<file path="config.mk">
export PLATFORM = sky130hd
export DESIGN_NAME = obd_pid_sensor_record_decoder
export DESIGN_NICKNAME = d
export VERILOG_FILES = /design/src/rtl/core/obd_pkg.sv /design/src/rtl/core/obd_pid_sensor_record_decoder.sv /design/src/rtl/core/obd_decode.sv /design/src/rtl/core/obd_record.sv
export SDC_FILE = /design/constraint.sdc
export NUM_CORES = 1
export LEC_CHECK = 0
export BUFFER_PORTS_ARGS = -buffer_cell sky130_fd_sc_hd__buf_2
export CAP_MARGIN = 10
export CELL_PAD_IN_SITES_DETAIL_PLACEMENT = 1
export CELL_PAD_IN_SITES_GLOBAL_PLACEMENT = 2
export CORE_ASPECT_RATIO = 0.9
export CORE_MARGIN = 5
export CORE_UTILIZATION = 40
export DETAILED_ROUTE_END_ITERATION = 8
export GPL_ROUTABILITY_DRIVEN = 0
export GPL_TIMING_DRIVEN = 0
export PLACE_DENSITY = 0.83
export REMOVE_ABC_BUFFERS = 1
export SLEW_MARGIN = 5
export SYNTH_ARGS = -nofsm -noshare
export SYNTH_HDL_FRONTEND = slang
export SYNTH_SLANG_ARGS = --single-unit
</file>
<file path="constraint.sdc">
create_clock -name clk -period 14.5 [get_ports clk]
set_input_delay 1.45 -clock clk [delete_from_list [all_inputs] [get_ports clk]]
set_output_delay 1.45 -clock clk [all_outputs]
set_load 0.02 [all_outputs]
</file>
<file path="src/rtl/core/obd_pkg.sv">
// ----------------------------------------------------------------------------
// obd_pkg
// Shared types and constants for the OBD-II mode 1 sensor record decoder:
// request and result payloads, the kept record and the status and PID codes.
// ----------------------------------------------------------------------------
`timescale 1ns / 1ps

package obd_pkg;

    // response mode and frame length limits
    localparam logic [7:0] MODE1_RESPONSE = 8'h41;
    localparam logic [3:0] MIN_FRAME_LEN  = 4'd3;
    localparam logic [3:0] WORD_FRAME_LEN = 4'd4;

    // status codes
    localparam logic [1:0] ST_OK       = 2'd0;
    localparam logic [1:0] ST_SHORT    = 2'd1;
    localparam logic [1:0] ST_BAD_MODE = 2'd2;

    // parameter identifiers handled
    localparam logic [7:0] PID_LOAD       = 8'h04;
    localparam logic [7:0] PID_COOLANT    = 8'h05;
    localparam logic [7:0] PID_SHORT_TRIM = 8'h06;
    localparam logic [7:0] PID_LONG_TRIM  = 8'h07;
    localparam logic [7:0] PID_RPM        = 8'h0C;
    localparam logic [7:0] PID_SPEED      = 8'h0D;
    localparam logic [7:0] PID_MAF        = 8'h10;
    localparam logic [7:0] PID_THROTTLE   = 8'h11;

    // valid mask bits
    localparam logic [7:0] VF_RPM        = 8'h01;
    localparam logic [7:0] VF_COOLANT    = 8'h02;
    localparam logic [7:0] VF_SPEED      = 8'h04;
    localparam logic [7:0] VF_LOAD       = 8'h08;
    localparam logic [7:0] VF_MAF        = 8'h10;
    localparam logic [7:0] VF_THROTTLE   = 8'h20;
    localparam logic [7:0] VF_SHORT_TRIM = 8'h40;
    localparam logic [7:0] VF_LONG_TRIM  = 8'h80;

    // one received response frame
    typedef struct packed {
        logic       start_new;
        logic [3:0] frame_length;
        logic [7:0] mode_byte;
        logic [7:0] pid_byte;
        logic [7:0] data_a;
        logic [7:0] data_b;
    } frame_t;

    // kept sensor record
    typedef struct packed {
        logic [13:0]       engine_rpm;
        logic [7:0]        coolant_raw;
        logic [7:0]        vehicle_speed;
        logic [6:0]        load_percent;
        logic [15:0]       air_flow;
        logic [6:0]        throttle_percent;
        logic signed [7:0] trim_short;
        logic signed [7:0] trim_long;
        logic [7:0]        valid_flags;
    } record_t;

    // one result: status and the whole record
    typedef struct packed {
        logic [1:0]        status;
        logic [13:0]       engine_rpm;
        logic [7:0]        coolant_raw;
        logic [7:0]        vehicle_speed;
        logic [6:0]        load_percent;
        logic [15:0]       air_flow;
        logic [6:0]        throttle_percent;
        logic signed [7:0] trim_short;
        logic signed [7:0] trim_long;
        logic [7:0]        valid_flags;
    } result_t;

endpackage

</file>
<file path="src/rtl/core/obd_pid_sensor_record_decoder.sv">
// ----------------------------------------------------------------------------
// obd_pid_sensor_record_decoder
// Takes one OBD-II response frame per request and returns one result per
// request: a status (ok, frame too short, not a mode 1 response) and the whole
// kept sensor record after that frame. Known PIDs update their field and set
// their bit in valid_flags, RPM and MAF only if frame_length is 4 or more;
// start_new clears the record first, even for a rejected frame. A request
// passes an input register and then a result register; one request is
// taken every cycle while the result side is not stalled, and the record
// register is updated in the same cycle that a result is loaded.
// ----------------------------------------------------------------------------
`timescale 1ns / 1ps

module obd_pid_sensor_record_decoder (
    input  logic             clk,
    input  logic             rst_n,
    input  logic             frame_valid,
    output logic             frame_stall,
    input  obd_pkg::frame_t  frame,
    output logic             result_valid,
    input  logic             result_stall,
    output obd_pkg::result_t result
);

    logic              frame_valid_reg;
    logic              frame_valid_next;
    obd_pkg::frame_t   frame_reg;
    logic              result_valid_reg;
    logic              result_valid_next;
    obd_pkg::result_t  result_reg;
    obd_pkg::record_t  record_cur;
    obd_pkg::record_t  record_new;
    logic [1:0]        status_new;
    logic              advance;
    logic              accept;

    // handshake control
    assign advance     = frame_valid_reg && (!result_valid_reg || !result_stall);
    assign frame_stall = frame_valid_reg && !advance;
    assign accept      = frame_valid && !frame_stall;

    assign frame_valid_next  = accept || (frame_valid_reg && !advance);
    assign result_valid_next = advance || (result_valid_reg && result_stall);

    // control registers
    always_ff @(posedge clk or negedge rst_n)
    begin
        if (!rst_n)
        begin
            frame_valid_reg  <= 1'b0;
            result_valid_reg <= 1'b0;
        end
        else
        begin
            frame_valid_reg  <= frame_valid_next;
            result_valid_reg <= result_valid_next;
        end
    end

    // input register
    always_ff @(posedge clk)
    begin
        if (accept)
        begin
            frame_reg <= frame;
        end
    end

    obd_decode u_decode (
        .frame      (frame_reg),
        .record_cur (record_cur),
        .record_new (record_new),
        .status     (status_new)
    );

    obd_record u_record (
        .clk         (clk),
        .rst_n       (rst_n),
        .load        (advance),
        .record_next (record_new),
        .record_cur  (record_cur)
    );

    // result register
    always_ff @(posedge clk)
    begin
        if (advance)
        begin
            result_reg <= {status_new, record_new};
        end
    end

    assign result_valid = result_valid_reg;
    assign result       = result_reg;

`ifndef NO_ASSERTIONS
    // a stall on the request side only comes from a full input register
    a_stall_needs_item: assert property (@(posedge clk) disable iff (!rst_n)
        frame_stall |-> frame_valid_reg)
        else $error("request stalled with empty input register");

    // a full input register behind a stalled result must stall requests
    a_backpressure: assert property (@(posedge clk) disable iff (!rst_n)
        (frame_valid_reg && result_valid_reg && result_stall) |-> frame_stall)
        else $error("request taken while result side is stalled");

    // the shown result carries the record as it is now kept
    a_result_matches_record: assert property (@(posedge clk) disable iff (!rst_n)
        result_valid_reg |-> ((result_reg.valid_flags == record_cur.valid_flags)
                              && (result_reg.air_flow == record_cur.air_flow)
                              && (result_reg.engine_rpm == record_cur.engine_rpm)))
        else $error("result record differs from kept record");

    // a rejected frame without a clear leaves the record alone
    a_reject_keeps_record: assert property (@(posedge clk) disable iff (!rst_n)
        (advance && (status_new != obd_pkg::ST_OK) && !frame_reg.start_new)
        |=> $stable(record_cur))
        else $error("rejected frame changed the record");

    // a clear leaves only the bit of the decoded quantity, if any
    a_clear_flags: assert property (@(posedge clk) disable iff (!rst_n)
        (advance && frame_reg.start_new) |=> $onehot0(record_cur.valid_flags))
        else $error("clear left stale valid bits");
`endif

endmodule

</file>
<file path="src/rtl/core/obd_decode.sv">
// ----------------------------------------------------------------------------
// obd_decode
// Combinational frame check and PID decode: takes the registered frame and
// the current record, gives the status and the record after this frame.
// ----------------------------------------------------------------------------
`timescale 1ns / 1ps

module obd_decode (
    input  obd_pkg::frame_t  frame,
    input  obd_pkg::record_t record_cur,
    output obd_pkg::record_t record_new,
    output logic [1:0]       status
);

    // a * 100 / 255, divide by 255 as add of the high byte and shift
    function automatic logic [6:0] pct_of_byte(input logic [7:0] a);
        logic [14:0] x;
        logic [15:0] s;
        begin
            x = 15'(a) * 15'd100;
            s = 16'(x) + 16'(x >> 8) + 16'd1;
            return s[14:8];
        end
    endfunction

    // (a - 128) * 100 / 128 truncated toward zero, two's complement
    function automatic logic [7:0] trim_of_byte(input logic [7:0] a);
        logic [7:0]  mag;
        logic [13:0] m;
        logic [6:0]  q;
        begin
            mag = a[7] ? {1'b0, a[6:0]} : (8'd128 - a);
            m   = 14'(mag) * 14'd100;
            q   = m[13:7];
            return a[7] ? {1'b0, q} : (8'd0 - {1'b0, q});
        end
    endfunction

    logic        word_ok;
    logic [15:0] word;

    assign word_ok = (frame.frame_length >= obd_pkg::WORD_FRAME_LEN);
    assign word    = {frame.data_a, frame.data_b};

    // check the frame and update the selected field
    always_comb
    begin
        record_new = frame.start_new ? '0 : record_cur;
        status     = obd_pkg::ST_OK;
        if (frame.frame_length < obd_pkg::MIN_FRAME_LEN)
        begin
            status = obd_pkg::ST_SHORT;
        end
        else if (frame.mode_byte != obd_pkg::MODE1_RESPONSE)
        begin
            status = obd_pkg::ST_BAD_MODE;
        end
        else
        begin
            unique case (frame.pid_byte)
                obd_pkg::PID_LOAD:
                begin
                    record_new.load_percent = pct_of_byte(frame.data_a);
                    record_new.valid_flags  = record_new.valid_flags | obd_pkg::VF_LOAD;
                end
                obd_pkg::PID_COOLANT:
                begin
                    record_new.coolant_raw = frame.data_a;
                    record_new.valid_flags = record_new.valid_flags | obd_pkg::VF_COOLANT;
                end
                obd_pkg::PID_SHORT_TRIM:
                begin
                    record_new.trim_short  = trim_of_byte(frame.data_a);
                    record_new.valid_flags = record_new.valid_flags
                                             | obd_pkg::VF_SHORT_TRIM;
                end
                obd_pkg::PID_LONG_TRIM:
                begin
                    record_new.trim_long   = trim_of_byte(frame.data_a);
                    record_new.valid_flags = record_new.valid_flags
                                             | obd_pkg::VF_LONG_TRIM;
                end
                obd_pkg::PID_RPM:
                begin
                    if (word_ok)
                    begin
                        record_new.engine_rpm  = word[15:2];
                        record_new.valid_flags = record_new.valid_flags | obd_pkg::VF_RPM;
                    end
                end
                obd_pkg::PID_SPEED:
                begin
                    record_new.vehicle_speed = frame.data_a;
                    record_new.valid_flags   = record_new.valid_flags | obd_pkg::VF_SPEED;
                end
                obd_pkg::PID_MAF:
                begin
                    if (word_ok)
                    begin
                        record_new.air_flow    = word;
                        record_new.valid_flags = record_new.valid_flags | obd_pkg::VF_MAF;
                    end
                end
                obd_pkg::PID_THROTTLE:
                begin
                    record_new.throttle_percent = pct_of_byte(frame.data_a);
                    record_new.valid_flags      = record_new.valid_flags
                                                  | obd_pkg::VF_THROTTLE;
                end
                default:
                begin
                    record_new.valid_flags = record_new.valid_flags;
                end
            endcase
        end
    end

endmodule

</file>
<file path="src/rtl/core/obd_record.sv">
// ----------------------------------------------------------------------------
// obd_record
// Kept sensor record: cleared by reset, loaded with the decoded record each
// time a request moves on to the result register.
// ----------------------------------------------------------------------------
`timescale 1ns / 1ps

module obd_record (
    input  logic             clk,
    input  logic             rst_n,
    input  logic             load,
    input  obd_pkg::record_t record_next,
    output obd_pkg::record_t record_cur
);

    obd_pkg::record_t record_reg;

    // record update
    always_ff @(posedge clk or negedge rst_n)
    begin
        if (!rst_n)
        begin
            record_reg <= '0;
        end
        else if (load)
        begin
            record_reg <= record_next;
        end
    end

    assign record_cur = record_reg;

endmodule
</file>
==> results.py <==
metrics = {
    "run_status": {
        "outcome": "finished clean",
    },
    "setup_path": {
        "crit_path_top_delay_cell": "edfxtp_1",
        "critical_path_end_type": "flip-flop",
        "cp_data_required_time_ns": 14.74,
        "cp_data_arrival_time_ns": 5.98,
        "path_common_cell": "ha_1",
        "timing.critical_path.fanout_max": 11,
        "critPathMaxStageDelay_ns": 0.75,
        "cp-start-kind": "flip-flop",
        "r2r_startpoint": "frame_reg[11]",
        "path_class": "flip-flop to flip-flop",
        "timing.critical_path.from": "frame_reg[11]",
        "crit_path_cell_trace": "inv_1, ha_1, ha_1, inv_1, fa_1, inv_1, ha_1, o211ai_1, o21ai_0, xor2_1, ha_1, a21o_1, a211oi_1, nand2_1, a311oi_4, and4bb_1, xnor2_2, mux2i_1",
    },
    "place": {
        "hpwlAfterDp_um": 17800,
        "dp_worst_setup_slack_ns": 8.71,
        "placed_cells_incl_taps": 1332,
        "port_buffers": 128,
    },
    "cts": {
        "cts.hold.buffers_added": 0,
        "buffer_type_at_the_clock_tree_root": "clkbuf_16",
        "cts.path.max_buffers": 3,
        "clk_latency_ns": 0.51,
        "cts.repair_timing.setup_buffer_count": 0,
        "clock_tree_from_tritoncts": "built",
        "cts_inserted_buffers": 23,
        "ctsHtreeMaxLevel": 1,
        "clkSinkCount": 209,
        "path_clk_slew_ns": 0.06,
        "ctsResizeCount": 0,
    },
    "routing": {
        "wire_per_inst_um": 18.9,
        "via_cell_ratio": 5.26,
        "detail_route.iter0.violations": 444,
        "routed-via-count": 7236,
        "drcViolationCount": 0,
        "number_of_detailed_routing_iterations_run_before_antenna_repair": 4,
        "wl_um": 26100,
        "ant_nets": 0,
    },
    "yosys": {
        "synthesis.instances": 895,
        "seq_total_area_yosys": 0.579,
        "ys_types": 67,
        "synth_enable_flop_cells": 123,
        "syn_avg_cell_area_um2": 11.3,
        "post_synth_instance_area_um2": 10100,
        "ys.warnings.count": 0,
        "main_synth_ff_type": "edfxtp_1",
        "postSynth.asyncResetShare": 0.411,
        "postSynthRegisterBits": 209,
    },
    "grt": {
        "grt_first_pass_wirelength_um": 41600,
        "grt_util_all_layers": 0.182,
        "globalRoute.totalOverflow": 0,
        "first_global_vias": 7491,
        "largest_net_degree_at_the_start_of_global_routing": 86,
        "antenna_violations_before_repair": 1,
    },
    "sta": {
        "finalHoldViolations": 0,
        "timing.clock.skew_ns": 0.00651,
        "final.min_clock_period_ns": 5.75,
        "worst_slew_pin_slew_ns": 1.09,
        "slew_viol_final": 0,
        "slew_headroom": 0.270,
        "tns_ns": 0,
        "period_utilisation_layout": 0.396,
        "setup_repair_after_global_routing_missed_its_margin": "no",
        "final_setup_margin_ns": 8.75,
        "fmax_ghz": 0.174,
        "finalSetupViolCount": 0,
    },
    "floorplan": {
        "floorplan.core_area_um2": 25000,
        "fp-row-count": 55,
        "io-pin-count": 129,
        "start_util": 0.404,
        "die-height_um": 161,
        "floorplan.die.width_um": 177,
        "design.die.area_um2": 28500,
    },
    "power": {
        "ir_drop_v": 0.000103,
        "p_leak_uw": 0.00515,
        "powerDensity_nw_per_um2": 142,
        "post-layout-total-power_uw": 1690,
    },
    "hold_path": {
        "holdCritStartpoint": "u_record.record_cur[4]",
        "hold_class": "flip-flop to flip-flop",
    },
    "finish": {
        "share_of_cells_above_drive_strength_1": 0.187,
        "num-nets-final": 1128,
        "antennaDiodeCount": 0,
        "areaGrowthSynthToFinish_pct": 18.1,
        "final_cell_count_no_fill": 1376,
        "largest_register_ff_count": 86,
    },
    "run": {
        "max-cap-violations": 0,
    },
}
==> critical path, delay by kind of cell (launching register included) <==
| kind | cells | cell delay (ns) |
|---|---|---|
| xor+xnor | 2 | 0.58 |
| fa+ha+maj | 5 | 1.82 |
| flops | 1 | 0.75 |
| simple gates | 2 | 0.42 |
| mux | 1 | 0.13 |
| buf+inv | 3 | 0.33 |
| compound gates | 5 | 1.43 |
==> through the flow <==
step | hold WS (ns) | utilization | area [µm²]
final | 0.479 | 0.477 | 11900
after global routing | 0.493 | 0.477 | 11900
after CTS | 0.483 | 0.477 | 11900
after detailed placement | 0.470 | 0.445 | 11100
after global placement | 0.455 | 0.441 | 11000
after floorplan | 0.439 | - | 9950
==> cell type report <==
class,instances,area (µm²)
Fill cell,2725,13100
Sequential cell,209,5850
Clock inverter,13,173
Clock buffer,29,618
Inverter,39,154
Multi-Input combinational cell,611,3960
Timing Repair Buffer,133,744
Tap cell,342,428
==> Yosys cell counts, types with 16 or more instances <==
master | instances | area [µm²]
xnor2_1 | 16 | 140
nand2_1 | 139 | 522
a22o_1 | 30 | 263
dfrtp_1 | 86 | 2150
ha_1 | 64 | 801
nor2_1 | 44 | 165
edfxtp_1 | 123 | 3690
inv_1 | 37 | 139
nand3_1 | 53 | 265
clkbuf_1 | 29 | 109
o21ai_0 | 104 | 521
o21ai_1 | 21 | 105
a21oi_1 | 16 | 80.1
==> cell families after synthesis <==
group | share of synthesized area
compound gates | 0.139
xor+xnor | 0.0259
fa+ha+maj | 0.0912
buf+inv | 0.0290
flops | 0.579
mux | 0.00434
simple gates | 0.132
==> metal layers <==
metal	track usage	vias to the layer above	wire length (µm)
met5	0	-	7
met4	0.0327	2	410
met3	0.0329	33	1180
met2	0.294	142	12200
met1	0.260	3582	12200
li1	-	3477	-
==> where the power goes <==
part | switching [µW] | total, µW | internal, µW | leakage (µW)
registers | 18.3 | 678 | 660 | 0.00240
logic | 254 | 396 | 142 | 0.00235
clock network | 240 | 614 | 374 | 0.000396
total | 512 | 1690 | 1180 | 0.00515
==> layout by cell type (no fill, tap or decap), types with 5 or more instances in the layout <==
cell type	synthesis	routed
inv_1	37	36
nor4_1	7	7
a21o_1	7	7
and2_1	6	5
a21oi_1	16	16
fa_1	6	6
o21ai_0	104	104
nor2_1	44	44
nand2_1	139	139
a31oi_1	7	7
a22o_1	30	30
xor2_1	12	12
edfxtp_1	123	123
dfrtp_1	86	86
ha_1	64	64
clkinv_2	0	7
buf_2	3	127
xnor2_1	16	16
nand3_1	53	53
clkbuf_16	0	23
o21ai_1	21	21
nand2b_1	7	7
and3_1	5	5
==> final timing paths <==
kind,endpoint,slack [ns],cells past startpoint
worst max-delay path,result[30],8.75,18
worst min-delay path,u_record.record_cur[4],0.48,2
worst max register to register,result[30],8.75,18
worst min register to register,u_record.record_cur[4],0.48,2
max in group asynchronous,u_record.record_cur[59],12.99,2
min in group asynchronous,u_record.record_cur[17],0.87,1
Note: power is estimated with default switching activity, not from simulation.
